$ cat config.mk
export PLATFORM = sky130hd
export DESIGN_NAME = nlsu_final
export DESIGN_NICKNAME = d
export VERILOG_FILES = /design/src/hdl/nlsu_pkg.sv /design/src/hdl/nlsu_final.sv
export SDC_FILE = /design/constraint.sdc
export NUM_CORES = 1
export LEC_CHECK = 0
export BUFFER_PORTS_ARGS = -buffer_cell sky130_fd_sc_hd__buf_2
export CAP_MARGIN = 20
export CORE_MARGIN = 3
export CORE_UTILIZATION = 55
export DETAILED_ROUTE_END_ITERATION = 16
export GPL_TIMING_DRIVEN = 0
export PLACE_DENSITY = 0.81
export SYNTH_ARGS = -nofsm -noshare
export SYNTH_HDL_FRONTEND = slang
export SYNTH_SLANG_ARGS = --single-unit
$ cat constraint.sdc
create_clock -name clock -period 16.4 [get_ports clock]
set_clock_uncertainty 0.05 [all_clocks]
set_input_delay 0.82 -clock clock [delete_from_list [all_inputs] [get_ports clock]]
set_output_delay 0.82 -clock clock [all_outputs]
set_load 0.02 [all_outputs]
$ cat src/hdl/nlsu_pkg.sv
// Shared constants, types and codes of the natural log series unit.
`timescale 1ns / 1ps

package nlsu_pkg;

   // Default configuration of the datapath.
   localparam int WORK_FRAC_BITS_DEF = 62;
   localparam int SERIES_TERMS_DEF = 13;

   // Significand with hidden bit, unbiased exponent and divider remainder widths.
   localparam int SIG_BITS = 53;
   localparam int EXP_BITS = 12;
   localparam int REM_BITS = 55;

   // Decode stage, six normalize stages and the range reduction stage.
   localparam int FRONT_LAT = 8;

   // ln(2) in Q0.128, split in two 64-bit halves.
   localparam logic [63:0] LN2_HI = 64'hB17217F7D1CF79AB;
   localparam logic [63:0] LN2_LO = 64'hC9E3B39803F2F6AF;

   // Result status codes.
   typedef enum logic [1:0] {
      STATUS_OK       = 2'd0,
      STATUS_NAN      = 2'd1,
      STATUS_NEG_INF  = 2'd2,
      STATUS_OVERFLOW = 2'd3
   } status_type;

   // Control bundle that travels beside the data in every stage.
   typedef struct packed {
      logic                       valid;
      status_type                 status;
      logic signed [EXP_BITS-1:0] e;
      logic                       aneg;
   } side_type;

endpackage

$ cat src/hdl/nlsu_final.sv
// Adds the exponent term e*ln2 to A*P and rounds the sum to Q11.52.
`timescale 1ns / 1ps

module nlsu_final #(
   parameter int FRAC_BITS = nlsu_pkg::WORK_FRAC_BITS_DEF
) (
   input  logic                 clock,
   input  logic                 reset,
   input  logic [FRAC_BITS+1:0] prod_in,
   input  nlsu_pkg::side_type   side_in,
   output logic                 valid_out,
   output logic [63:0]          log_out,
   output logic [1:0]           status_out
);
   import nlsu_pkg::*;

   logic [10:0]  eabs;
   logic [74:0]  hi_prod;
   logic [74:0]  lo_prod;
   logic [127:0] t_pos, u_pos, t_in, u_in, t_ff, u_ff;
   logic [127:0] sum;
   side_type     side_ff;
   logic         valid_ff;
   logic [63:0]  log_ff, log_in;
   status_type   status_ff;

   // Exponent term at Q64 and the series term moved to Q64, both signed.
   always_comb begin
      eabs = 11'(side_in.e < 0 ? -side_in.e : side_in.e);
      hi_prod = 75'(eabs) * 75'(LN2_HI);
      lo_prod = 75'(eabs) * 75'(LN2_LO);
      t_pos = 128'(hi_prod) + 128'(lo_prod >> 64);
      t_in = side_in.e < 0 ? -t_pos : t_pos;
      u_pos = 128'(prod_in) << (64 - FRAC_BITS);
      u_in = side_in.aneg ? -u_pos : u_pos;
   end

   // Round halves upward and keep Q11.52; special cases read zero.
   always_comb begin
      sum = t_ff + u_ff + (128'd1 << 11);
      log_in = (side_ff.status == STATUS_OK) ? sum[75:12] : '0;
   end

   always_ff @(posedge clock) begin
      if (reset) begin
         side_ff <= '0;
         valid_ff <= 1'b0;
      end else begin
         side_ff <= side_in;
         valid_ff <= side_ff.valid;
      end
      t_ff <= t_in;
      u_ff <= u_in;
      log_ff <= log_in;
      status_ff <= side_ff.status;
   end

   assign valid_out = valid_ff;
   assign log_out = log_ff;
   assign status_out = status_ff;

endmodule

==> Yosys cells after proc, flatten, opt, wreduce, memory -nomap -nowiden <==
Index checks and enable logic that the tools add are counted.
{ "classes": {"n_addsub": 6, "mul": 2, "div": 0, "magnitude_cmp": 1, "n_eq_ne": 0, "shifts": 0, "muxes": 3, "bitwise": 0, "reduce_logical": 1} }
{ "op_table": {"columns": ["operator", "n"], "rows": [
  ["multiplier 11 x 64 -> 75 bit, second input constant", 2],
  ["adder 75 x 11 -> 76 bit", 1],
  ["adder 76 x 12 -> 76 bit, second input constant", 1],
  ["adder 76 bit", 1],
  ["2-to-1 mux 76 bit", 1],
  ["negation 66 -> 76 bit", 1],
  ["negation 76 bit", 1],
  ["2-to-1 mux 66 bit", 1],
  ["< comparator 12 x 1 -> 1 bit, second input constant", 1],
  ["2-to-1 mux 11 bit", 1],
  ["negation 11 bit", 1],
  ["zero test 2 bit", 1]
]} }
{ "word_totals": {"reg_bits": 222, "latchBits": 0, "ram_bits": 0, "romBits": 0, "in_bits": 82, "output_inout_bits": 67, "n_memories": 0} }

==> Logic depth before layout (Yosys ltp) <==
{ "logic_depth": {"word_depth": 6, "depth_mapped": 54, "depth_no_buf": 51} }

==> Least setup slack after synthesis <==
OpenSTA, ideal clock, no wires.
{ "synth_path": {"kind": "input to register", "startpoint": "input port side_in[12] (netlist name)", "endpoint": "register t_ff[41]", "t_arrival_ns": 16.633, "required_ns": 16.222, "path_slack_ns": -0.411, "stages": 43, "n_path_buf": 4, "path_cell_list": "clkbuf_1 > clkbuf_1 > o21ai_0 > inv_1 > fa_1 > fa_1 > fa_1 > inv_1 > ha_1 > a21o_1 > a21oi_1 > o21ai_0 > a21oi_1 > a21oi_1 > o41ai_1 > a21oi_1 > a31o_2 > a2111oi_0 > (+7 left out) > inv_1 > fa_1 > inv_1 > ha_1 > clkbuf_1 > a2111oi_0 > o21ai_0 > nand4_1 > nand2_1 > xor2_1 > nor4b_1 > or4b_2 > or4_1 > clkbuf_1 > or4b_1 > or3b_1 > o31ai_1 > xnor2_1"} }
{ "synth_between": {"elab_chain_cells": 6, "elab_cells_between_ends": 7} }
{ "synth_rtl": {"columns": ["element", "line", "rtl"], "rows": [
  ["start: declaration", "nlsu_final.sv:10", "input nlsu_pkg::side_type side_in,"],
  ["< comparator 12 x 1 -> 1 bit *", "nlsu_final.sv:29, nlsu_final.sv:33", null],
  ["2-to-1 mux 11 bit", "nlsu_final.sv:29", "eabs = 11'(side_in.e < 0 ? -side_in.e : side_in.e);"],
  ["multiplier 11 x 64 -> 75 bit, on equally long branches", "nlsu_final.sv:30, nlsu_final.sv:31", null],
  ["adder 75 x 11 -> 76 bit", "nlsu_final.sv:32", "t_pos = 128'(hi_prod) + 128'(lo_prod >> 64);"],
  ["negation 76 bit", "nlsu_final.sv:33", "t_in = side_in.e < 0 ? -t_pos : t_pos;"],
  ["2-to-1 mux 76 bit *", "nlsu_final.sv:33", null],
  ["via t_in[41]", "nlsu_final.sv:20", "logic [127:0] t_pos, u_pos, t_in, u_in, t_ff, u_ff;"],
  ["end signal: assignment", "nlsu_final.sv:52", "t_ff <= t_in;"],
  ["end: declaration", "nlsu_final.sv:20", null]
]} }
The timed path passes the listed nets; every way through them passes the cells marked *.
A chain may end at the register's enable or synchronous reset.

==> Worst setup path in the final report <==
Same ends and word-level chain as after synthesis.

==> run_results.csv <==
group,metric,value,unit
route,drt_iter0_markers,1885,
floorplanning,io_pins,149,
sta,fmax,62.7,MHz
critical_path,r2r-start,"t_ff[4]",
sta,worst_pin_slew,1.10,ns
logic_synthesis,ys_async_sr_fraction,0,%
clock_tree,cts_buffers,20,
sta,fin_hold_ws,0.358,ns
floorplanning,core_area,57900,sq um
place,gp_congestion,1.02,
critical_path,path_class,"input pin to flip-flop",
cells_and_area,fillCellCount,5049,
cells_and_area,mostFrequentLayoutCells,"inv_1 (560), ha_1 (503), fa_1 (418), dfxtp_1 (218), nand2_1 (203)",
logic_synthesis,synthTopCellsByArea,"fa_1 (26%), ha_1 (20%), dfxtp_1 (14%)",
cells_and_area,stdcell_count,4484,
status,status,"finished, final reports clean",
critical_path,cpMostUsedCell,"fa_1",
floorplanning,die_h,248,um
clock_tree,cts-root-buf,"clkbuf_16",
logic_synthesis,synth_cells,3513,
sta,setup_viol,0,
critical_path,crit_arrival,16.33,ns
logic_synthesis,synth_top_area_share,25.9,%
route,drc,0,
clock_tree,path_clk_slew,0.07,ns
sta,period_minus_slack,15.95,ns
clock_tree,cts.path.max_buffers,3,
critical_path,worst-path-max-fanout,10,
route,vias,26100,
global_routing,grt_pass1_wl,151000,um
sta,fin_crit_sh,97.3,%
sta,finalHoldViolations,0,
floorplanning,fp-row-count,88,
global_routing,grt_pass1_vias,26000,
route,routed_wl,97900,um
clock_tree,cts.sinks,218,
logic_synthesis,ys_warn_count,0,
cells_and_area,drive_gt1_share,7.08,%
worst_hold_path,min_from,"side_ff[13]",
critical_path,startpoint_type,"input pin",
critical_path,cp-end-kind,"flip-flop",
logic_synthesis,seq_area_frac_synth,13.5,%
place,post-dp-hpwl,82900,um
sta,slew-limit-headroom,26.7,%
logic_synthesis,synth_edf_count,0,
floorplanning,dieWidth,248,um
global_routing,grt_remaining_overflow,0,
route,firstDrtPassIters,5,
critical_path,required,16.78,ns
critical_path,startpoint,"side_in[12]",
flow_run,cap_viol_max_count,0,
worst_hold_path,hold_class,"flip-flop to flip-flop",
global_routing,antenna_found_initial,1,
place,dp.cells,4436,
sta,report.final.slew_viol_count,0,
clock_tree,htreeDepth,1,
cells_and_area,nNetsFinal,4709,
clock_tree,clk_latency,0.50,ns
logic_synthesis,synth-seq-cells,218,
logic_synthesis,yosys_most_used_dff,"dfxtp_1",
cells_and_area,area_delta_synth_final,8.71,%
logic_synthesis,syn_area,32300,sq um
critical_path,cp_slowest_stage_delay,0.78,ns
route,wl_per_cell,21.8,um
global_routing,grt_max_degree,43,
place,io_buffers,147,
logic_synthesis,synth_top_area_cell,"fa_1",
cells_and_area,final_common_cell,"inv_1",
route,via_per_inst,5.83,
critical_path,worst_path_max_delay_cell,"fa_1",
logic_synthesis,synth_area_per_cell,9.19,sq um
route,ant_nets,0,
floorplanning,dieArea,61600,sq um
logic_synthesis,syn-num-nets,4519,
global_routing,grt_use_total,32.1,%
clock_tree,ctsHoldBuffers,0,
clock_tree,cts_tree,"done",
floorplanning,initial_core_util,55.7,%
logic_synthesis,synth_cell_types,78,
[timing repair]
action,in CTS,in global routing
setup buffers,3,6
setup endpoints to repair,45,40
resized for setup,8,11
pin swaps,0,2
[worst paths after layout]
check,end,slack (ns),depth (start not counted)
max,t_ff[41],0.45,49
min,status_out[0],0.36,0
max reg2reg,log_out[60],11.44,14
min reg2reg,status_out[0],0.36,0
[kinds of logic (layout without fill, tap and decap cells)]
kind of cell	count (synthesis)	count (layout)	synth area share, %
fa+ha+maj	924	924	45.6
compound gates	731	731	14.8
simple gates	705	705	10.9
buf+inv	660	864	7.71
xor+xnor	266	266	7.22
flops	218	218	13.5
mux	9	9	0.283
other cells	0	2	0
[state kept, by name, indices dropped and copies added, names as in the netlist]
name / cells
t_ff: 74
valid_out: 1
status_out: 2
u_ff: 74
log_out: 64
side_ff: 3
[cells in the mapped netlist, types with 6 or more instances]
master / number
a21oi_1: 172
xor2_1: 64
inv_1: 563
a22oi_1: 8
o211ai_1: 20
o2111ai_1: 6
o21a_1: 31
a311oi_1: 7
a311o_1: 6
ha_1: 506
nand4_1: 52
a21o_1: 114
xnor2_1: 202
nor2b_1: 23
or4_1: 17
nand2b_1: 24
nor4_1: 21
a211oi_1: 22
or3_1: 40
and3_1: 20
a21boi_0: 11
fa_1: 418
nand3_1: 44
o31ai_1: 49
o21ai_0: 162
nor3_1: 27
o41ai_1: 12
mux2i_1: 8
buf_1: 6
o21bai_1: 20
clkbuf_1: 88
a2111oi_0: 8
and2_1: 10
dfxtp_1: 218
a31o_2: 6
nor2_1: 174
a31oi_1: 21
or2_2: 16
nand2_1: 203
[critical path, delay by kind of cell]
| kind | cells | cell delay (ns) |
|---|---|---|
| XOR/XNOR | 3 | 1.03 |
| buffers and inverters | 13 | 2.33 |
| AND/OR/NAND/NOR | 11 | 3.39 |
| AO/OA/AOI/OAI | 11 | 3.26 |
| adder cells (fa/ha/maj) | 11 | 5.43 |
[cell type report]
cell class	count	area [sq um]	area share, %
Multi-Input combinational cell	2635	25500	72.7
Clock inverter	6	91.3	0.260
Buffer	97	378	1.08
Timing Repair Buffer	168	1020	2.92
Tap cell	765	957	2.73
Antenna cell	2	5.00	0.0143
Clock buffer	30	619	1.77
Sequential cell	218	4360	12.4
Inverter	563	2120	6.06
[stage by stage]
stage	setup TNS (ns)	cell area (sq um)	utilization (%)	setup WS, ns
after global routing	-0.127	35100	60.6	-0.0789
final	0	35100	60.6	0.451
after detailed placement	-72.93	34200	59.0	-1.99
after global placement	-218.64	34000	58.6	-4.44
after CTS	0	35000	60.4	0.0564
after floorplan	0	32300	-	1.44
[per-layer routing]
layer,vias up,wire length [um],GRT usage [%]
met2,1056,43500,51.6
met3,254,6750,3.95
met5,-,0,0
met4,0,6590,18.2
met1,12500,41000,42.1
li1,12300,-,-
Power is left out: the tool's default activity adds up to more than one toggle a clock period on the data nets, which glitch-free logic cannot reach.
