## config.mk

```make
export PLATFORM = sky130hd
export DESIGN_NAME = nlsu_div_cell
export DESIGN_NICKNAME = d
export VERILOG_FILES = /design/src/hdl/nlsu_pkg.sv /design/src/hdl/nlsu_div_cell.sv
export SDC_FILE = /design/constraint.sdc
export NUM_CORES = 1
export LEC_CHECK = 0
export BUFFER_PORTS_ARGS = -buffer_cell sky130_fd_sc_hd__buf_4
export CELL_PAD_IN_SITES_DETAIL_PLACEMENT = 1
export CELL_PAD_IN_SITES_GLOBAL_PLACEMENT = 1
export CORE_MARGIN = 2
export CORE_UTILIZATION = 37
export DETAILED_ROUTE_END_ITERATION = 10
export GPL_ROUTABILITY_DRIVEN = 0
export MAX_ROUTING_LAYER = met4
export PLACE_DENSITY = 0.95
export SYNTH_ARGS = -nofsm -noshare
export SYNTH_HDL_FRONTEND = slang
export SYNTH_SLANG_ARGS = --single-unit
export TNS_END_PERCENT = 5
```

## constraint.sdc

```tcl
create_clock -name clock -period 5.2 [get_ports clock]
set_input_delay 0.26 -clock clock [delete_from_list [all_inputs] [get_ports clock]]
set_output_delay 0.26 -clock clock [all_outputs]
set_load 0.01 [all_outputs]
```

## src/hdl/nlsu_pkg.sv

```systemverilog
// Shared constants, types and codes of the natural log series unit.
`timescale 1ns / 1ps

package nlsu_pkg;

   // Default configuration of the datapath.
   localparam int WORK_FRAC_BITS_DEF = 62;
   localparam int SERIES_TERMS_DEF = 13;

   // Significand with hidden bit, unbiased exponent and divider remainder widths.
   localparam int SIG_BITS = 53;
   localparam int EXP_BITS = 12;
   localparam int REM_BITS = 55;

   // Decode stage, six normalize stages and the range reduction stage.
   localparam int FRONT_LAT = 8;

   // ln(2) in Q0.128, split in two 64-bit halves.
   localparam logic [63:0] LN2_HI = 64'hB17217F7D1CF79AB;
   localparam logic [63:0] LN2_LO = 64'hC9E3B39803F2F6AF;

   // Result status codes.
   typedef enum logic [1:0] {
      STATUS_OK       = 2'd0,
      STATUS_NAN      = 2'd1,
      STATUS_NEG_INF  = 2'd2,
      STATUS_OVERFLOW = 2'd3
   } status_type;

   // Control bundle that travels beside the data in every stage.
   typedef struct packed {
      logic                       valid;
      status_type                 status;
      logic signed [EXP_BITS-1:0] e;
      logic                       aneg;
   } side_type;

endpackage

```

## src/hdl/nlsu_div_cell.sv

```systemverilog
// One restoring division step: one quotient bit of |A| per cell.
`timescale 1ns / 1ps

module nlsu_div_cell #(
   parameter int FRAC_BITS = nlsu_pkg::WORK_FRAC_BITS_DEF
) (
   input  logic                          clock,
   input  logic                          reset,
   input  logic [nlsu_pkg::REM_BITS-1:0] r_in,
   input  logic [nlsu_pkg::REM_BITS-1:0] den_in,
   input  logic [FRAC_BITS-1:0]          q_in,
   input  nlsu_pkg::side_type            side_in,
   output logic [nlsu_pkg::REM_BITS-1:0] r_out,
   output logic [nlsu_pkg::REM_BITS-1:0] den_out,
   output logic [FRAC_BITS-1:0]          q_out,
   output nlsu_pkg::side_type            side_out
);
   import nlsu_pkg::*;

   logic [REM_BITS-1:0]  two_r;
   logic                 take;
   logic [REM_BITS-1:0]  r_ff;
   logic [REM_BITS-1:0]  den_ff;
   logic [FRAC_BITS-1:0] q_ff;
   side_type             side_ff;

   // Subtract the denominator when twice the remainder reaches it.
   always_comb begin
      two_r = {r_in[REM_BITS-2:0], 1'b0};
      take = two_r >= den_in;
   end

   always_ff @(posedge clock) begin
      if (reset) begin
         side_ff <= '0;
      end else begin
         side_ff <= side_in;
      end
      r_ff <= take ? two_r - den_in : two_r;
      den_ff <= den_in;
      q_ff <= {q_in[FRAC_BITS-2:0], take};
   end

   assign r_out = r_ff;
   assign den_out = den_ff;
   assign q_out = q_ff;
   assign side_out = side_ff;

endmodule

```

=== Word-level counts from Yosys, hierarchy flattened ===
Cells that the tools add are included.

* Register bits: 188
* Bits in latches: 0
* Memory bits (writable): 0
* Bits in read-only memories: 0
* Input port bits: 190
* Output and inout port bits: 188
* Word-level logic and storage cells: 11
* Memories kept: 0

* Add/sub/neg operators: 1
* Multipliers: 0
* Divide/modulo/power cells: 0
* $lt $le $gt $ge: 1
* Eq/ne operators: 0
* Shifts and indexed selects: 0
* Muxes and demuxes: 1
* Bitwise gates (word level): 0
* Reduce and logical (&&, ||, !) cells: 0

{| class="wikitable"
|+ Operator list
! operator !! number
|-
| greater-or-equal comparator 55 bit || 1
|-
| two-way mux 55 bit || 1
|-
| subtractor 55 bit || 1
|}

=== Longest topological paths before layout ===
Gate-level depths: netlist of run 1.

* Depth after elaboration: 2
* Mapped depth: 14
* Mapped depth without buffers: 11

=== Worst setup path before layout of run 1 ===
Ideal clock, no wire load.

* Path type: input-to-reg
* From: in den_in[9] in the netlist's numbering
* To: reg r_ff[25], in the netlist r_out[25]
* Setup time: 0.123 ns
* Arrival time: 2.894 ns
* Data required time: 5.077 ns
* Slack: 2.183 ns
* Cell stages on the path: 14
* Buffers on the path: 3
* Path through: inv_1 > ha_1 > clkbuf_2 > nand4_1 > nor2_1 > a2111oi_4 > o31ai_4 > a31oi_4 > o41ai_4 > a211oi_4 > o21a_1 > buf_6 > buf_6 > mux2_1

* Longest elaborated chain between the ends: 2
* Elaborated cells on any way between the ends: 3
* Classes of those cells: 1 x add/sub; 1 x order compare; 1 x mux

{| class="wikitable"
|+ Ends and longest elaborated chain
! item !! line !! source
|-
| start: declaration || nlsu_div_cell.sv:10 || <nowiki>input logic [nlsu_pkg::REM_BITS-1:0] den_in,</nowiki>
|-
| subtractor 55 bit / greater-or-equal comparator 55 bit (equally long branches) || nlsu_div_cell.sv:39, nlsu_div_cell.sv:30 ||
|-
| two-way mux 55 bit (*) || nlsu_div_cell.sv:39 || <nowiki>r_ff <= take ? two_r - den_in : two_r;</nowiki>
|-
| end signal: assignment || nlsu_div_cell.sv:39 ||
|-
| end: declaration || nlsu_div_cell.sv:22 || <nowiki>logic [REM_BITS-1:0] r_ff;</nowiki>
|}

Every way passes the cells marked *; elsewhere a longest branch is shown, timed or not.
A chain may end at the register's enable or synchronous reset.

=== Worst setup path after layout of run 1 ===
* From: in den_in[0] in the netlist's numbering
* To: reg r_ff[40], in the netlist r_out[40]

The elaborated chain is that of the path after synthesis.

==> impl_metrics.toml, run 1 <==
[clock_tree]
cts_setup_buffers = 0
cts_max_level = 4
clkTransAtPathRegs_ns = 0.09
cts_buffers = 17
cts-resized-gates = 0
cts-root-buf = "clkbuf_16"
cts_tree = "built"
clockBufferDepth = 2
cts_sinks = 188

[layout]
syn2layout_area_growth_pct = 58.0
layout_commonest_cell = "buf_4"
fin_nets = 1521
fillers = 2382
fin_area_mm2 = 0.0130
drive_gt1_share_pct = 36.2
layout_common_cells = "buf_4 (375), dfxtp_1 (188), dlygate4sd3_1 (116)"
stdcell_count = 1570
fin_util_pct = 59.5

[route]
finalWirelength_um = 36800
routedWlPerCell_um = 23.4
routed_via_density = 5.26
ant_nets = 0
drtPass1Iterations = 5
drt_iter0_drc = 359
drc = 0
vias = 8259

[floorplanning]
die_w_um = 153
die_h_um = 153
placementRows = 54
dieArea_mm2 = 0.0234
io_pins = 378
design.core.area_mm2 = 0.0218
initial_core_util_pct = 37.7

[yosys]
synth_cell_types = 65
netlist_instances = 798
synth_area_per_cell_um2 = 10.3
synthFlopType = "dfxtp_1"
syn_area_mm2 = 0.00822
yosysTopAreaCell = "dfxtp_1"
synth.area.top_cells = "dfxtp_1 (46%), ha_1 (8.4%), mux2_4 (6.6%), a21oi_1 (3.5%), inv_1 (2.8%)"
synth_edf_count = 0
yosys_warnings = 0
yosys.area.top_type_share_pct = 45.8
syn_nets = 1044
async_flop_share_pct = 0
synth_seq_cells = 188
seq_area_frac_synth_pct = 45.8

[job]
max_cap_viol_count = 0

[pwr]
p_per_area_mw_per_mm2 = 322
peakVddDrop_mv = 0.198
leakage_nw = 6.26
power_mw = 4.18

[timing]
setup_tns_ns = 0
hold_viol_final = 0
max_freq_ghz = 0.226
slew_viol_final = 0
fin_crit_ns = 4.42
fin_crit_sh_pct = 85.0
slew_headroom_pct = 19.4
final-setup-viol-count = 0
worst_slack_ns = 0.779
worst_slew_pin_slew_ns = 1.21
rsz0062_at_grt = "no"
fin_hold_ws_ns = 0.0540

[worst_hold_path]
hold_path_depth = 2
hold_end = "side_out[9]"
hp-class = "in2reg"
hp-start = "side_in[9]"

[setup_path]
required_ns = 5.51
worstSetupStartpointType = "primary input"
crit_fanout = 6
critical-path-slowest-cell = "a211oi_1"
crit_family = "compound AO/OA/AOI/OAI gates"
cp-end-kind = "flip-flop"
critPathKind = "in2reg"
critPathArrivalTime_ns = 4.73
max_stage_delay_ns = 0.67
crit_chain = "dlygate4sd3_1 -> buf_4 -> inv_1 -> fa_1 -> a21o_1 -> a221oi_2 -> a311oi_1 -> a211oi_1 -> nor2_1 -> a21oi_1 -> o21ai_0 -> xor2_1 -> mux2_4"
worst-path-buf-inv = 3

[global_route]
grt_pass1_vias = 9262
gr-total-overflow = 0
grt_use_total_pct = 31.5
grt_pass1_wl_um = 55700
antenna_found_initial = 2
grt_start_max_net_pins = 30

[placed_design]
dp.cells = 1420
place_hpwl_um = 24100
place_area_mm2 = 0.0112
portBuffers = 375
dp_slack_ns = 1.09

[outcome]
outcome = "completed"
[cell type report]
class,instances,area (µm²),share of cell area (%)
Sequential cell,188,3760,29.0
Inverter,62,233,1.79
Clock buffer,18,429,3.30
Clock inverter,14,168,1.29
Tap cell,280,350,2.70
Multi-Input combinational cell,514,4040,31.1
Antenna cell,2,5.00,0.0385
Timing Repair Buffer,492,4000,30.8
[how the worst max path moves through the flow]
stage               startpoint   endpoint  slack [ns]  depth (start not counted)
CTS                  den_in[0]  r_out[40]        0.97                         13
global placement     den_in[0]  r_out[48]        1.25                         12
detailed placement    r_in[47]   r_out[6]        1.09                         12
global route        den_in[48]  r_out[25]        0.60                         14
floorplan            den_in[9]  r_out[25]        2.18                         14
finish               den_in[0]  r_out[40]        0.78                         13
[power by group]
group | total, mW | internal (mW) | leakage [nW] | switching [mW]
Combinational | 1.18 | 0.594 | 4.39 | 0.587
Sequential | 1.63 | 1.58 | 1.58 | 0.0570
Clock | 1.37 | 0.658 | 0.292 | 0.712
Total | 4.18 | 2.83 | 6.26 | 1.36
[cell usage after synthesis, types with 9 or more instances]
library cell and number:
mux2_4 36, nand2_1 44, a21o_1 30, ha_1 55, inv_1 62, xor2_1 20, nand4_1 18, o21ai_0 35
xnor2_1 26, nor2_1 31, clkbuf_1 17, dfxtp_1 188, nor2b_1 22, a21oi_1 57, nand3_1 9
[flip-flops by register name (all words and copies together), names as in the netlist]
signal	flops
den_out	55
q_out	62
r_out	55
side_out	16
[cells by family after synthesis]
kind of cell / Yosys count / share of synthesized area [%]
adders and majority gates: 56 / 8.62
buffers and inverters: 96 / 5.10
and+or+nand+nor: 165 / 10.4
muxes: 48 / 8.22
xor gates and xnor gates: 46 / 4.90
DFF: 188 / 45.8
AOI/OAI and AO/OA: 199 / 17.0
[per-layer routing]
| metal | vias to the layer above | global-route usage (%) | wire length, µm | part of all wire, % |
|---|---|---|---|---|
| met3 | 103 | 5.70 | 1720 | 4.7 |
| met4 | 0 | 14.1 | 1690 | 4.6 |
| met5 | - | - | 0 | 0 |
| met1 | 4039 | 31.0 | 13100 | 36 |
| li1 | 3763 | - | - | - |
| met2 | 354 | 59.8 | 20200 | 55 |
[timing repair]
item	in CTS	in global routing
hold endpoints to repair	116	0
setup endpoints to repair	0	0
hold buffers	116	0
Power figures use the tool's default switching activity.
==> run 2, diff against run 1 <==
--- a/config.mk
+++ b/config.mk
@@ -13,7 +13,7 @@
 export DETAILED_ROUTE_END_ITERATION = 10
 export GPL_ROUTABILITY_DRIVEN = 0
 export MAX_ROUTING_LAYER = met4
-export PLACE_DENSITY = 0.95
+export PLACE_DENSITY_LB_ADDON = 0.1
 export SYNTH_ARGS = -nofsm -noshare
 export SYNTH_HDL_FRONTEND = slang
 export SYNTH_SLANG_ARGS = --single-unit
==> run 2 against run 1 <==
Sequential share of layout area about the same. Maximum frequency up 5.1%. Clock-buffer cell count unchanged. Highest routed layer unchanged. Cell area up 0.12%. Final cell count up 0.25%. Largest power group unchanged.
==> impl_metrics.toml, run 2 (synthesis results as in run 1) <==
[pwr]
peakVddDrop_mv = 0.207
p_per_area_mw_per_mm2 = 315
p_comb_share_pct = 27.8
power_mw = 4.09
seqPwrFrac_pct = 39.7
swShare_pct = 31.0
p_clk_share_pct = 32.5
p_int_mw = 2.82
leakage_nw = 6.27
p_sw_mw = 1.27

[layout]
fin_nets = 1523
largest_register_ffs = 62
stdcell_count = 1574
syn2layout_area_growth_pct = 58.2
layout_common_cells = "buf_4 (378), dfxtp_1 (188), dlygate4sd3_1 (116)"
layout_commonest_cell = "buf_4"
drive_gt1_share_pct = 36.3

[timing]
final-setup-viol-count = 0
fin_crit_ns = 4.21
slew_headroom_pct = 28.6
setup_tns_ns = 0
fin_crit_sh_pct = 80.9
worst_slew_pin_slew_ns = 1.06
max_freq_ghz = 0.238
hold_viol_final = 0
fin_hold_ws_ns = 0.0399
slew_viol_final = 0
rsz0062_at_grt = "no"

[global_route]
antenna_found_initial = 3
grt_use_total_pct = 27.7
gr-total-overflow = 0
grt_start_max_net_pins = 34
grt_pass1_vias = 8416
grt_pass1_wl_um = 49500

[clock_tree]
cts_tree = "built"
clockBufferDepth = 2
cts-root-buf = "clkbuf_16"
clkTransAtPathRegs_ns = 0.07
cts_max_level = 4
cts_buffers = 17
cts_sinks = 188
cts-resized-gates = 0

[setup_path]
cp_common_cell = "buf_4"
worstSetupStartpointType = "primary input"
cp-end-kind = "flip-flop"
required_ns = 5.53
critical-path-slowest-cell = "o21a_4"
critPathKind = "in2reg"
critPathArrivalTime_ns = 4.53
max_stage_delay_ns = 0.60
crit_fanout = 33
crit_chain = "dlygate4sd3_1 -> buf_4 -> inv_1 -> ha_1 -> a21oi_1 -> or3b_1 -> a21boi_0 -> a21o_1 -> o41ai_4 -> a211oi_4 -> o21a_4 -> buf_4 -> mux2_4"

[placed_design]
place_hpwl_um = 21500
portBuffers = 375
dp.cells = 1422

[outcome]
outcome = "completed"

[floorplanning]
dieArea_mm2 = 0.0234
die_w_um = 153
die_h_um = 153
design.core.area_mm2 = 0.0218
initial_core_util_pct = 37.7
io_pins = 378
placementRows = 54

[route]
finalWirelength_um = 32300
ant_nets = 0
drtPass1Iterations = 4
routed_via_density = 4.95
drt_iter0_drc = 363
vias = 7796
routedWlPerCell_um = 20.5
drc = 0

[job]
max_cap_viol_count = 0

[worst_hold_path]
hp-class = "in2reg"
-- run 2: what timing repair did --
action | in CTS | in global routing
hold buffers | 116 | 0
setup endpoints to repair | 0 | 0
setup buffers | 0 | 0
hold endpoints to repair | 116 | 0
-- run 2: routing by layer --
layer | wire, µm | up-vias | GRT usage, %
met5 | 0 | - | -
met4 | 1140 | 0 | 10.7
met3 | 1670 | 53 | 5.93
met2 | 16800 | 264 | 49.2
met1 | 12700 | 3714 | 30.3
li1 | - | 3765 | -
-- run 2: per-stage QoR --
step	utilization, %	area [µm²]	setup slack (ns)
6_report	59.6	13000	0.992
3_3_place_gp	51.5	11200	1.24
3_5_place_dp	51.5	11200	1.18
4_1_cts	59.5	13000	1.07
2_1_floorplan	-	8220	2.18
5_1_grt	59.6	13000	0.754
-- run 2: area by class of cell --
cell class | instances | area [µm²]
fill | 2371 | 8820
multi-input combinational | 514 | 4040
antenna | 4 | 10.0
tap | 280 | 350
clock buffer | 18 | 429
timing repair buffer | 494 | 4000
inverter | 62 | 233
clock inverter | 14 | 175
sequential | 188 | 3760
-- run 2: final timing paths --
check  startpoint          end  slack, ns  cells past startpoint
min    side_in[9]  side_out[9]       0.04                      2
max    den_in[28]    r_out[20]       0.99                     13
-- run 2: critical path, delay by kind of cell --
family	cells	cell delay, ns
compound gates	6	2.03
fa+ha+maj	1	0.36
buf+inv	4	1.13
mux	1	0.33
simple gates	1	0.40
-- run 2: power by group through the flow --
stage / clock network (mW) / registers [mW] / logic, mW
after detailed placement: 0 / 1.65 / 1.04
after CTS: 1.35 / 1.61 / 1.12
after floorplan: 0 / 1.71 / 0.510
final: 1.33 / 1.62 / 1.14
after global routing: 1.42 / 1.63 / 1.22
after global placement: 0 / 1.64 / 1.03
==> run 3, diff against run 2 <==
--- a/config.mk
+++ b/config.mk
@@ -9,7 +9,7 @@
 export CELL_PAD_IN_SITES_DETAIL_PLACEMENT = 1
 export CELL_PAD_IN_SITES_GLOBAL_PLACEMENT = 1
 export CORE_MARGIN = 2
-export CORE_UTILIZATION = 37
+export CORE_UTILIZATION = 35
 export DETAILED_ROUTE_END_ITERATION = 10
 export GPL_ROUTABILITY_DRIVEN = 0
 export MAX_ROUTING_LAYER = met4
==> constraint.sdc (replaced) <==
create_clock -name clock -period 4 [get_ports clock]
set_input_delay 0.2 -clock clock [delete_from_list [all_inputs] [get_ports clock]]
set_output_delay 0.2 -clock clock [all_outputs]
set_load 0.01 [all_outputs]
==> run 3 against run 2 <==
The run now ends with hold timing left. Critical path depth stayed put. Clock-buffer cell count decreased by 1. Final cell count up 6.4%. Cell area rose by 5.1%. Largest power group unchanged.
==> impl_metrics.toml, run 3 (synthesis results as in run 1) <==
[outcome]
outcome = "complete, but fails checks"
violations = "hold timing"

[worst_hold_path]
hp-class = "in2reg"
hp-start = "side_in[14]"

[timing]
hold_viol_final = 1
final-setup-viol-count = 0
setup_tns_ns = 0
worst_slack_ns = 0.326
slew_headroom_pct = 32.6
max_freq_ghz = 0.272
fin_crit_sh_pct = 91.8
slew_viol_final = 0
worst_slew_pin_slew_ns = 0.997
fin_crit_ns = 3.67
fin_hold_ws_ns = -0.00358
rsz0062_at_grt = "no"

[setup_path]
worstSetupStartpointType = "primary input"
crit_fanout = 21
worst-path-buf-inv = 3
startpoint = "r_in[23]"
cp-end-kind = "flip-flop"
critPathKind = "in2reg"
crit_chain = "dlygate4sd3_1 -> buf_4 -> ha_1 -> a21oi_1 -> o21ai_1 -> or3b_1 -> a21boi_0 -> a21o_1 -> o41ai_4 -> a211oi_4 -> o21a_4 -> buf_12 -> mux2_1"
max_stage_delay_ns = 0.57
critPathArrivalTime_ns = 4.00
critical-path-slowest-cell = "dlygate4sd3_1"
crit_family = "compound AO/OA/AOI/OAI gates"
required_ns = 4.32

[layout]
fin_nets = 1586
syn2layout_area_growth_pct = 66.3
fillers = 2568
largest_register_ffs = 62
drive_gt1_share_pct = 35.0
layout_common_cells = "buf_4 (381), dfxtp_1 (188), dlygate4sd3_1 (174)"
layout_commonest_cell = "buf_4"
fin_util_pct = 58.8

[clock_tree]
cts-root-buf = "clkbuf_16"
cts_max_level = 4
cts_buffers = 17
clkTransAtPathRegs_ns = 0.08
cts_tree = "built"
cts_sinks = 188
clockBufferDepth = 2
cts_setup_buffers = 0
cts-resized-gates = 0

[route]
routed_via_density = 4.84
drc = 0
drtPass1Iterations = 4
drt_iter0_drc = 345
routedWlPerCell_um = 20.4
finalWirelength_um = 34100
vias = 8108
ant_nets = 0

[placed_design]
dp_slack_ns = 0.534
portBuffers = 375
place_hpwl_um = 21500

[pwr]
leakage_nw = 6.53
peakVddDrop_mv = 0.244
p_per_area_mw_per_mm2 = 396

[floorplanning]
placementRows = 56
design.core.area_mm2 = 0.0233
die_w_um = 157
initial_core_util_pct = 35.3
io_pins = 378
die_h_um = 157
dieArea_mm2 = 0.0247

[global_route]
grt_start_max_net_pins = 22
grt_pass1_vias = 8889
grt_pass1_wl_um = 50700
grt_use_total_pct = 27.5
antenna_found_initial = 3
gr-total-overflow = 0

[job]
max_cap_viol_count = 0
-- run 3: worst paths after layout --
check                          end  slack [ns]  cells after the start
worst max-delay path     r_out[35]        0.33                     13
worst min-delay path  side_out[14]      -0.004                      2
-- run 3: routing by layer --
| metal | up-vias | share of wire, % | track usage [%] |
|---|---|---|---|
| met4 | 0 | 3.1 | 10.4 |
| met3 | 56 | 5.6 | 5.75 |
| met1 | 3901 | 39 | 29.0 |
| li1 | 3884 | - | - |
| met5 | - | 0 | - |
| met2 | 267 | 52 | 50.4 |
-- run 3: cell type report --
type                    count  area (µm²)  share of cell area [%]
diodes                      4        10.0                  0.0732
clock buffers              17         425                    3.11
clock inverters            14         150                    1.10
inverters                  62         233                    1.70
multi-input cells         514        4040                    29.6
flip-flops and latches    188        3760                    27.5
well taps                 319         399                    2.92
repair buffers            557        4640                    34.0
-- run 3: stage by stage --
step,power [mW],cells,instance area (µm²)
after detailed placement,3.52,1466,11300
after floorplan,2.89,798,8220
after global routing,5.63,1674,13700
after global placement,3.49,1466,11300
final,5.42,1675,13700
after CTS,5.38,1671,13700
-- run 3: report_power, final --
group	internal [mW]	leakage, nW	switching (mW)	total, mW
sequential	2.05	1.58	0.0602	2.11
combinational	0.821	4.67	0.742	1.56
clock	0.837	0.277	0.907	1.74
-- run 3: what timing repair did --
item,4_1_cts,5_1_grt
hold endpoints to repair,174,0
setup endpoints to repair,0,0
hold buffers,174,0
