**src/hdl/nlsu_pkg.sv**
```systemverilog
// Shared constants, types and codes of the natural log series unit.
`timescale 1ns / 1ps

package nlsu_pkg;

   // Default configuration of the datapath.
   localparam int WORK_FRAC_BITS_DEF = 62;
   localparam int SERIES_TERMS_DEF = 13;

   // Significand with hidden bit, unbiased exponent and divider remainder widths.
   localparam int SIG_BITS = 53;
   localparam int EXP_BITS = 12;
   localparam int REM_BITS = 55;

   // Decode stage, six normalize stages and the range reduction stage.
   localparam int FRONT_LAT = 8;

   // ln(2) in Q0.128, split in two 64-bit halves.
   localparam logic [63:0] LN2_HI = 64'hB17217F7D1CF79AB;
   localparam logic [63:0] LN2_LO = 64'hC9E3B39803F2F6AF;

   // Result status codes.
   typedef enum logic [1:0] {
      STATUS_OK       = 2'd0,
      STATUS_NAN      = 2'd1,
      STATUS_NEG_INF  = 2'd2,
      STATUS_OVERFLOW = 2'd3
   } status_type;

   // Control bundle that travels beside the data in every stage.
   typedef struct packed {
      logic                       valid;
      status_type                 status;
      logic signed [EXP_BITS-1:0] e;
      logic                       aneg;
   } side_type;

endpackage

```
**src/hdl/nlsu_front.sv**
```systemverilog
// Operand decode, subnormal normalization and range reduction.
`timescale 1ns / 1ps

module nlsu_front (
   input  logic                          clock,
   input  logic                          reset,
   input  logic                          start,
   input  logic [63:0]                   x_bits,
   output logic [nlsu_pkg::REM_BITS-1:0] r_out,
   output logic [nlsu_pkg::REM_BITS-1:0] den_out,
   output nlsu_pkg::side_type            side_out
);
   import nlsu_pkg::*;

   logic [SIG_BITS-1:0]        sig_ff [0:6];
   logic signed [EXP_BITS-1:0] e_ff [0:6];
   side_type                   side_ff [0:6];

   logic [SIG_BITS-1:0]        sig_in;
   logic signed [EXP_BITS-1:0] e_in;
   side_type                   side_in;
   logic [10:0]                bexp;
   logic [51:0]                frac;

   // Decode the encoding and sort out the special operands.
   always_comb begin
      bexp = x_bits[62:52];
      frac = x_bits[51:0];
      side_in = '0;
      side_in.valid = start;
      if (bexp == 11'h7FF && frac != '0) begin
         side_in.status = STATUS_NAN;
      end else if (bexp == '0 && frac == '0) begin
         side_in.status = STATUS_NEG_INF;
      end else if (x_bits[63]) begin
         side_in.status = STATUS_NAN;
      end else if (bexp == 11'h7FF) begin
         side_in.status = STATUS_OVERFLOW;
      end else begin
         side_in.status = STATUS_OK;
      end
      if (bexp == '0) begin
         sig_in = {1'b0, frac};
         e_in = -12'sd1022;
      end else begin
         sig_in = {1'b1, frac};
         e_in = $signed({1'b0, bexp}) - 12'sd1023;
      end
   end

   always_ff @(posedge clock) begin
      if (reset) begin
         side_ff[0] <= '0;
      end else begin
         side_ff[0] <= side_in;
      end
      sig_ff[0] <= sig_in;
      e_ff[0] <= e_in;
   end

   // Normalize by a binary search: each stage shifts by half the previous amount.
   for (genvar s = 0; s < 6; s++) begin : g_norm
      localparam int SH = 1 << (5 - s);
      logic [SIG_BITS-1:0]        nsig_in;
      logic signed [EXP_BITS-1:0] ne_in;

      always_comb begin
         if (sig_ff[s][SIG_BITS-1 -: SH] == '0) begin
            nsig_in = sig_ff[s] << SH;
            ne_in = e_ff[s] - EXP_BITS'(SH);
         end else begin
            nsig_in = sig_ff[s];
            ne_in = e_ff[s];
         end
      end

      always_ff @(posedge clock) begin
         if (reset) begin
            side_ff[s+1] <= '0;
         end else begin
            side_ff[s+1] <= side_ff[s];
         end
         sig_ff[s+1] <= nsig_in;
         e_ff[s+1] <= ne_in;
      end
   end

   logic                 big;
   logic [REM_BITS-1:0]  one;
   logic [REM_BITS-1:0]  sig_w;
   logic [REM_BITS-1:0]  r_in;
   logic [REM_BITS-1:0]  den_in;
   side_type             rside_in;
   logic [REM_BITS-1:0]  r_ff;
   logic [REM_BITS-1:0]  den_ff;
   side_type             rside_ff;

   // Fold a significand above 1.5 down and form numerator and denominator of A.
   always_comb begin
      sig_w = REM_BITS'(sig_ff[6]);
      big = sig_ff[6] > (SIG_BITS'(3) << (SIG_BITS - 2));
      one = big ? (REM_BITS'(1) << SIG_BITS) : (REM_BITS'(1) << (SIG_BITS - 1));
      rside_in = side_ff[6];
      rside_in.e = e_ff[6] + EXP_BITS'(big);
      rside_in.aneg = sig_w < one;
      r_in = rside_in.aneg ? one - sig_w : sig_w - one;
      den_in = sig_w + one;
   end

   always_ff @(posedge clock) begin
      if (reset) begin
         rside_ff <= '0;
      end else begin
         rside_ff <= rside_in;
      end
      r_ff <= r_in;
      den_ff <= den_in;
   end

   assign r_out = r_ff;
   assign den_out = den_ff;
   assign side_out = rside_ff;

endmodule

```
**config.mk**
```make
export PLATFORM = sky130hd
export DESIGN_NAME = nlsu_front
export DESIGN_NICKNAME = d
export VERILOG_FILES = /design/src/hdl/nlsu_pkg.sv /design/src/hdl/nlsu_front.sv
export SDC_FILE = /design/constraint.sdc
export NUM_CORES = 1
export LEC_CHECK = 0
export ABC_AREA = 1
export BUFFER_PORTS_ARGS = -buffer_cell sky130_fd_sc_hd__buf_2
export CAP_MARGIN = 20
export CORE_MARGIN = 2
export CORE_UTILIZATION = 58
export CTS_BUF_LIST = sky130_fd_sc_hd__clkbuf_16
export CTS_CLUSTER_DIAMETER = 60
export DETAILED_ROUTE_END_ITERATION = 6
export PLACE_DENSITY = 0.88
export SYNTH_ARGS = -nofsm -noshare
export SYNTH_HDL_FRONTEND = slang
export SYNTH_SLANG_ARGS = --single-unit
```
**constraint.sdc**
```tcl
create_clock -name clock -period 2.58 [get_ports clock]
set_clock_uncertainty 0.2 [all_clocks]
set_input_delay 0 -clock clock [delete_from_list [all_inputs] [get_ports clock]]
set_output_delay 0 -clock clock [all_outputs]
set_load 0.01 [all_outputs]
```
# After elaboration in Yosys (flattened, before gate mapping)
# Memory sizes are Yosys's and may differ from the RTL's. A register that Yosys moved wholly into a read port is not among the register bits.
# Cells that the tools add are included.
# word_totals
ff_bits	123
ram_bits	567
in_bits	67
output_inout_bits	126
elab_cells	68
memories	3
# memory_table
name	depth	word_bits	rd	rd_clocked_by_memory_dff	write_ports	line_no	text
sig_ff	7	53	7	0	7	nlsu_front.sv:15	logic [SIG_BITS-1:0] sig_ff [0:6];
side_ff	7	16	7	1	7	nlsu_front.sv:17	side_type side_ff [0:6];
e_ff	7	12	7	0	7	nlsu_front.sv:16	logic signed [EXP_BITS-1:0] e_ff [0:6];
# classes
n_addsub	11
order_cmp	2
eq_ne	1
mux	30
bitwise	7
reduce_logical	10
# ops
cell	count
$mux W53	7
$mux W16	7
$mux W12	7
$add A53 B54 Y55	1
$mux W55	1
$sub A53 B54 Y55	1
$sub A54 B53 Y55	1
$lt A53 B54 Y1	1
$mux W54	1
$gt A53 B53 Y1 const B	1
$logic_not A52 Y1	1
$reduce_bool A52 Y1	1
$logic_not A32 Y1	1
$logic_not A16 Y1	1
$add A12 B1 Y12	1
$sub A11 B10 Y12 const B	1
$sub A12 B2 Y12 const B	1
$sub A12 B3 Y12 const B	1
$sub A12 B4 Y12 const B	1
$sub A12 B5 Y12 const B	1
$sub A12 B6 Y12 const B	1
$sub A12 B7 Y12 const B	1
$eq A11 B11 Y1 const B	1
$logic_not A11 Y1	1
7 further kinds	19

# Logic depth before layout (Yosys ltp)
# Gate-level depths: netlist (run 1).
# logic_depth
depth_word	6
depth_mapped	20
mapped_depth_nobuf	20

# Least setup slack after synthesis (run 1)
# No wires, ideal clock.
# synth_path
path_kind	reg2reg
startpoint	memory sig_ff[6][1]
endpoint	register rside_ff, in the netlist side_out[11]
setup_time_ps	132
arrival_ps	2040
required_time_ps	2248
slack_ps	207
path_stages_with_launch	21
n_path_buf	0
period_less_slack_ps	2373
path_cell_list	dfxtp_1 -> inv_1 -> ha_1 -> nand2_2 -> nor2_4 -> nand2_4 -> nor2_2 -> nand2_1 -> nand2_2 -> inv_1 -> ha_1 -> ha_1 -> nand2_1 -> inv_1 -> nand2_1 -> nor2_1 -> nand3b_1 -> nor2_1 -> nand2_1 -> nand2_1 -> a21oi_1
# synth_lines
element	line_no	text
start, declared	nlsu_front.sv:15	
end signal, assigned	nlsu_front.sv:114	rside_ff <= rside_in;
end, declared	nlsu_front.sv:96	side_type rside_ff;

==> metrics.md, run 1 <==
| Metric | Value |
|---|---|
| Post-DP Area | `around 21000 µm²` |
| Seq/Total Area, Yosys | `just over 60%` |
| Nets@finish | `~2.7k` |
| # clock sinks | `between 600 and 700` |
| Critical Path Max Stage Delay | `about 0.32 ns` |
| CTS HTree Levels | `2` |
| Core area | `33500 µm²` |
| WS Path Type | `reg -> reg` |
| Vias per std cell | `4.86` |
| Status | `finished clean` |
| # IOs | `between 150 and 200` |
| Cells on Worst Hold Path | `0` |
| Slew headroom | `between 50% and 60%` |
| Tmin final | `roughly 2.5 ns` |
| Hold endpoint | `e_ff[2][2]` |
| Area Growth Syn to Fin | `24.6%` |
| Leakage power | `about 0.012 µW` |
| HPWL after DPL | `31100 µm` |
| Final Hold Viols | `0` |
| Worst-case vdd ir drop | `about 0.62 mV` |
| Crit path buf inv count | `2` |
| Count of warnings emitted by yosys | `0` |
| Least-Margin Pin Slew | `0.706 ns` |
| Worst Hold Class | `reg -> reg` |
| CP Cell Sequence | `nor2_1, nand2_4, nor2_4, nand2_4, nor2_4, nand2_1, nand2_2, ha_1, inv_2, buf_4, o21ai_1, nand3_2, nor2_2, nand3_1, nand2_1` |
| Yosys reg bits | `601` |
| Final setup violation count | `0` |
| # DRC | `0` |
| GRT Overall Usage | `approximately a quarter` |
| Root Buffer | `clkbuf_16` |
| Gpl congestion | `0.915` |
| Finished Layout Cells | `~3.1k` |
| Maximum net fanout on the critical path | `12` |
| Initial Util | `between 50% and 60%` |
| 1st-pass router iterations | `6` |
| Worst R2R Start | `sig_ff[6][3]` |
| Syn Area/Cell | `around 8.6 µm²` |
| Most common cell after layout, fill and taps aside | `nand2_1` |
| CP Capture Type | `flip-flop` |
| Post-Syn Area | `just under 20000 µm²` |
| Buffer depth of the longest clock path | `3` |
| Initial antenna violation count | `1` |
| Share of cells above drive strength 1 | `16.7%` |
| Pwr per Cell Area | `between 700 and 800 nW/µm²` |
| Number of synthesized flops with an enable pin | `0` |
| Share of the synthesized area in the top cell type | `61.0%` |
| WP data arrival | `roughly 2.8 ns` |
| Full die area | `about 35000 µm²` |
| CTS Buf Count | `54` |
| Most frequent cells in the layout | `nand2_1, dfxtp_1, inv_1` |
| Clock Latency Late Sink | `between 0.5 and 0.6 ns` |
| GRT overflow | `0` |
| Slowest-stage cell, CP | `dfxtp_1` |
| Vias in the first global route | `between 15k and 20k` |
| Reg2reg end | `r_out[50]` |
| Fin crit share | `approximately 96%` |
| Max frequency | `between 400 and 500 MHz` |
| Top cells by area, synth | `dfxtp_1, nand2_1, inv_1, nor2_1, o21ai_0` |
| Worst reg-to-reg path cell count | `15` |
| Die W | `between 150 and 200 µm` |
| Number of DRC markers in iteration 0 | `882` |
| Top_reg_cell synth | `dfxtp_1` |
| Placed Cells incl. Taps | `just under 3k` |
| CTS tree | `done` |
| First-pass GRT wire length | `~76000 µm` |
| CP startpoint kind | `flip-flop` |
| Layout Utilization | `73.2%` |
| PnR worst setup slack | `0.112 ns` |
| Slew Viols, Final | `0` |
| Clk slew on worst S/H paths | `roughly 0.06 ns` |
| Cell accounting for the most synthesized area | `dfxtp_1` |
| Pre-CTS setup slack | `slightly above 0.05 ns` |
| ANT nets after route | `0` |
| Syn nets | `between 2k and 2.5k` |
| Post-synthesis async set-or-reset flop share | `0%` |
| Post-route cell area | `24600 µm²` |
| DR vias | `between 15k and 20k` |
| R2r setup slk | `approximately 0.11 ns` |
| Critical path's top delay family | `simple AND/OR/NAND/NOR gates` |
| Hold path start | `e_ff[1][2]` |
| PnR Total Power | `between 15000 and 20000 µW` |
| Fill count | `around 2.3k` |
| Max-cap violations | `0` |
| Largest net degree at the start of global routing | `55` |
| DIE HEIGHT | `between 150 and 200 µm` |
| IO buf count | `192` |
| # rows | `67` |
| WP data required | `2.89 ns` |
| Post-Route WL | `47300 µm` |
| Cells after Synth | `between 2k and 2.5k` |
| Routed WL per cell | `between 15 and 20 µm` |
| Synth unique cells | `40` |
==> worst max path at each step <==
stage / startpoint / end / slack [ns] / depth (start not counted)
6_report: sig_ff[6][3] / r_out[50] / 0.11 / 15
5_1_grt: sig_ff[6][3] / side_out[11] / -0.05 / 19
4_1_cts: sig_ff[6][19] / side_out[11] / 0.0007 / 19
3_5_place_dp: sig_ff[6][19] / r_out[50] / 0.05 / 15
3_3_place_gp: sig_ff[6][0] / side_out[11] / 0.12 / 20
2_1_floorplan: sig_ff[6][1] / side_out[11] / 0.21 / 20
==> cells in the mapped netlist (13+ instances only) <==
master and n:
a21oi_1 13, buf_2 28, clkbuf_1 46, dfxtp_1 601, ha_1 13, inv_1 260, nand2_1 624, nand3_1 52
nand4_1 37, nor2_1 245, nor2_2 16, o21ai_0 148, o21ai_1 31, xnor2_1 32, xor2_1 53
==> where the power goes <==
part,internal (µW),switching (µW),total (µW)
clock network,3960,3330,7290
logic,586,698,1280
registers,9830,284,10100
==> repair_timing <==
action	CTS	global route
hold buffers	138	0
gates resized for setup	0	72
endpoints found under the hold margin	97	0
setup endpoints to repair	0	22
setup buffers	0	6
==> sequential cells by signal (all words and copies together) (netlist names) <==
name	cells
den_out	55
side_out	16
r_out	54
sig_ff	371
side_ff	21
e_ff	84
==> area by class of cell <==
cell class	count	area, µm²	share of cell area (%)
Inverter	267	1000	4.08
Multi-Input combinational cell	1337	6470	26.3
Tap cell	448	561	2.28
Clock inverter	44	244	0.993
Timing Repair Buffer	394	2840	11.6
Antenna cell	1	2.50	0.0102
Clock buffer	55	1380	5.60
Sequential cell	601	12100	49.1
==> cells by family after synthesis <==
group                      Yosys count  synth area share [%]
adders and majority gates           13                 0.825
AOI/OAI and AO/OA                  207                  5.51
xor gates and xnor gates            85                  3.78
buffers and inverters              347                  6.96
and+or+nand+nor                   1032                  21.9
DFF                                601                  61.0
==> layer usage <==
layer / track usage (%) / part of all wire, % / vias to the layer above / wire [µm]
li1: - / - / 7731 / -
met1: 30.8 / 42 / 6908 / 19600
met2: 48.0 / 49 / 510 / 23000
met3: 4.06 / 5.1 / 142 / 2400
met4: 13.1 / 4.7 / 0 / 2220
met5: 0 / 0 / - / 0
==> stage by stage <==
stage,TNS [ns],hold slack (ns)
3_3_place_gp,0,-0.0834
2_1_floorplan,0,-0.172
5_1_grt,-0.128,0.129
6_report,0,0.124
4_1_cts,0,0.0605
3_5_place_dp,0,-0.0824
Power figures use the tool's default switching activity.
==> run 2, diff against run 1 <==
--- a/config.mk
+++ b/config.mk
@@ -9,11 +9,12 @@
 export BUFFER_PORTS_ARGS = -buffer_cell sky130_fd_sc_hd__buf_2
 export CAP_MARGIN = 20
 export CORE_MARGIN = 2
-export CORE_UTILIZATION = 58
+export CORE_UTILIZATION = 55
 export CTS_BUF_LIST = sky130_fd_sc_hd__clkbuf_16
 export CTS_CLUSTER_DIAMETER = 60
 export DETAILED_ROUTE_END_ITERATION = 6
-export PLACE_DENSITY = 0.88
+export GPL_TIMING_DRIVEN = 0
+export PLACE_DENSITY = 0.85
 export SYNTH_ARGS = -nofsm -noshare
 export SYNTH_HDL_FRONTEND = slang
 export SYNTH_SLANG_ARGS = --single-unit
==> run 2 against run 1 <==
Compared with the run above: critical endpoint is now e_ff[0][9]; worst setup slack worse by 0.089 ns; global-route usage is 0.96 points higher; non-clock buffer count is 29 higher; wire length is 9.7% higher; first-iteration DRC count is 6.1% higher; die area is 5.3% higher; highest routed layer unchanged; sequential power hardly changed; combinational power hardly changed; cell count is 1.4% higher; flip-flop and latch count stayed put; register-to-register slack worse by 0.02 ns.
==> metrics.md, run 2 (synthesis gave the netlist of run 1 again) <==
| Metric | Value |
|---|---|
| Multi-input combinational cell area | `6530 µm² (was 6470 µm²)` |
| Slowest-stage cell, CP | `dlygate4sd3_1 (was dfxtp_1)` |
| Logic pwr share | `6.4% (was 6.9%)` |
| P_int | `15000 µW (was 14400 µW)` |
| HPWL after DPL | `34000 µm (was 31100 µm)` |
| ANT nets after route | `0 (unchanged)` |
| Fill count | `2528 (was 2345)` |
| CTS Buf Count | `56 (was 54)` |
| Most common cell on crit path | `dlygate4sd3_1` |
| Biggest register | `sig_ff (unchanged)` |
| Full die area | `37400 µm² (was 35500 µm²)` |
| # DRC | `0 (unchanged)` |
| 1st-pass router iterations | `5 (was 6)` |
| Final setup violation count | `0 (unchanged)` |
| Clock Latency Late Sink | `0.60 ns (was 0.58 ns)` |
| Slew headroom | `56.3% (was 52.9%)` |
| Max frequency | `391 MHz (was 405 MHz)` |
| Routed WL per cell | `16.3 µm (was 15.0 µm)` |
| Vias per std cell | `4.91 (was 4.86)` |
| Max-cap violations | `0 (unchanged)` |
| Initial antenna violation count | `1 (unchanged)` |
| Core area | `35400 µm² (was 33500 µm²)` |
| Root Buffer | `clkbuf_16 (unchanged)` |
| Cells on Worst Hold Path | `4 (was 0)` |
| CP startpoint kind | `input pin (was flip-flop)` |
| Finished Layout Cells | `3192 (was 3147)` |
| Number of DRC markers in iteration 0 | `936 (was 882)` |
| Initial Util | `55.7% (was 58.8%)` |
| CTS HTree Levels | `2 (unchanged)` |
| Leakage power | `0.0118 µW (was 0.0117 µW)` |
| Critical path depth | `11 (was 15)` |
| Crit path buf inv count | `4 (was 2)` |
| Tmin final | `2.56 ns (was 2.47 ns)` |
| RSZ-0062 raised after global routing | `yes` |
| Sw Pwr | `4440 µW (was 4310 µW)` |
| Clk slew on worst S/H paths | `0.06 ns (about the same)` |
| IO buf count | `192 (unchanged)` |
| Share of cells above drive strength 1 | `17.3% (was 16.7%)` |
| CTS tree | `done (unchanged)` |
| Worst Hold Class | `in -> reg (was reg -> reg)` |
| WP data arrival | `2.84 ns (was 2.78 ns)` |
| Seq. cell area | `12100 µm² (about the same)` |
| # clock sinks | `601 (unchanged)` |
| Fin crit share | `99.1% (was 95.7%)` |
| Post-Route WL | `51900 µm (was 47300 µm)` |
| CP Capture Type | `flip-flop (unchanged)` |
| DIE HEIGHT | `193 µm (was 188 µm)` |
| Maximum net fanout on the critical path | `3 (was 12)` |
| Most common cell after layout, fill and taps aside | `nand2_1 (unchanged)` |
| # IOs | `193 (unchanged)` |
| Pwr per Cell Area | `781 nW/µm² (was 761 nW/µm²)` |
| Status | `finished clean (unchanged)` |
| Largest net degree at the start of global routing | `16 (was 55)` |
| Buffer depth of the longest clock path | `3 (unchanged)` |
| Critical Path Max Stage Delay | `0.60 ns (was 0.32 ns)` |
| Largest register FFs | `371 (unchanged)` |
| GRT Overall Usage | `27.5% (was 26.6%)` |
| Layout Utilization | `70.1% (was 73.2%)` |
| Slew Viols, Final | `0 (unchanged)` |
| WP data required | `2.86 ns (was 2.89 ns)` |
| Area Growth Syn to Fin | `25.9% (was 24.6%)` |
| Nets@finish | `2766 (was 2735)` |
| Placed Cells incl. Taps | `2938 (was 2902)` |
| First-pass GRT wire length | `82200 µm (was 76000 µm)` |
| DR vias | `15.7k (was 15.3k)` |
| Vias in the first global route | `16.0k (was 15.4k)` |
| Worst hold slack | `0.0946 ns (was 0.124 ns)` |
| # rows | `69 (was 67)` |
| CP Cell Sequence | `dlygate4sd3_1, buf_2, nand3_1, nor2_2, dlygate4sd3_1, nand2_1, nor3_2, nand3_1, nand2_1, a21oi_1, dlygate4sd3_1 (was nor2_1, nand2_4, nor2_4, nand2_4, nor2_4, nand2_1, nand2_2, ha_1, inv_2, buf_4, o21ai_1, nand3_2, nor2_2, nand3_1, nand2_1)` |
| Final Hold Viols | `0 (unchanged)` |
| Worst-case vdd ir drop | `0.745 mV (was 0.620 mV)` |
| Critical path's top delay family | `buffers and inverters (was simple AND/OR/NAND/NOR gates)` |
| WS Path Type | `in -> reg (was reg -> reg)` |
| Net Sw Frac | `22.9% (was 23.1%)` |
| Most frequent cells in the layout | `nand2_1, dfxtp_1, inv_1 (unchanged)` |
| Worst reg-to-reg path cell count | `16 (was 15)` |
| GRT overflow | `0 (unchanged)` |
| Least-Margin Pin Slew | `0.655 ns (was 0.706 ns)` |
| Gpl congestion | `0.922 (was 0.915)` |
| Clk pwr share | `41.2% (was 39.0%)` |
| Die W | `193 µm (was 188 µm)` |
| Flop pwr share | `52.4% (was 54.1%)` |
## run 2: cell count changes in the layout (fill, tap and decap cells not counted), moves of 5 or more
cell / before / now
buf_2: 192 / 219
buf_4: 63 / 17
bufinv_16: 1 / 6
clkbuf_1: 0 / 45
clkinv_1: 18 / 8
clkinv_2: 11 / 17
dfxtp_1: 579 / 553
dfxtp_2: 19 / 44
nor2_2: 32 / 25
nor2_4: 17 / 22
## run 2: cell type report
| class | instances | area share (%) |
|---|---|---|
| multi-input combinational | 1337 | 26.3 |
| clock inverter | 46 | 1.57 |
| inverter | 267 | 4.04 |
| sequential | 601 | 48.8 |
| clock buffer | 56 | 5.65 |
| antenna | 1 | 0.0101 |
| buffer | 79 | 1.48 |
| timing repair buffer | 344 | 9.87 |
| tap | 461 | 2.32 |
## run 2: final timing paths
kind / to / slack (ns) / start
max reg2reg: r_out[44] / 0.09 / sig_ff[6][0]
max: e_ff[0][9] / 0.02 / x_bits[53]
min reg2reg: e_ff[2][2] / 0.13 / e_ff[1][2]
min: e_ff[0][2] / 0.09 / x_bits[54]
## run 2: stage by stage
stage	power (µW)	setup WS (ns)	cell area (µm²)	setup TNS [ns]
2_1_floorplan	10800	0.207	19700	0
3_3_place_gp	11300	-0.489	21300	-13.07
3_5_place_dp	11300	-0.477	21300	-12.86
4_1_cts	19300	0.00486	24600	0
5_1_grt	20000	-0.0364	24800	-0.0848
6_report	19400	0.0227	24800	0
## run 2: what timing repair did
item | CTS | global route
hold buffers | 139 | 0
pin swaps | 10 | 9
gates resized for setup | 34 | 79
setup buffers | 8 | 5
endpoints found under the setup margin | 54 | 39
endpoints found under the hold margin | 102 | 0
## run 2: power by group through the flow
| stage | logic [µW] | registers, µW | clock network (µW) |
|---|---|---|---|
| after floorplan | 545 | 10300 | 0 |
| after global placement | 965 | 10300 | 0 |
| after detailed placement | 990 | 10300 | 0 |
| after CTS | 1170 | 10100 | 8030 |
| after global routing | 1370 | 10200 | 8440 |
| final | 1250 | 10200 | 7990 |
## run 2: metal layers
layer / vias up / routed length (µm) / global-route usage (%)
met5: - / 0 / 0
met4: 0 / 3210 / 16.7
met3: 174 / 2450 / 4.13
met2: 579 / 26100 / 50.7
met1: 7105 / 20100 / 29.7
li1: 7808 / - / -
## run 2: worst reg2reg max path, stage by stage, from the launching register on
cell and delay [ns]:
dfxtp_2 0.34, inv_2 0.08, ha_4 0.15, nand2_4 0.06
nor2_4 0.11, nand2_4 0.08, nor2_4 0.12, nand2_1 0.07
nand2_2 0.11, ha_4 0.19, inv_2 0.10, buf_6 0.17
o21ai_2 0.14, nand3_2 0.19, nor2_2 0.14, nand3_1 0.08
nand2_1 0.07
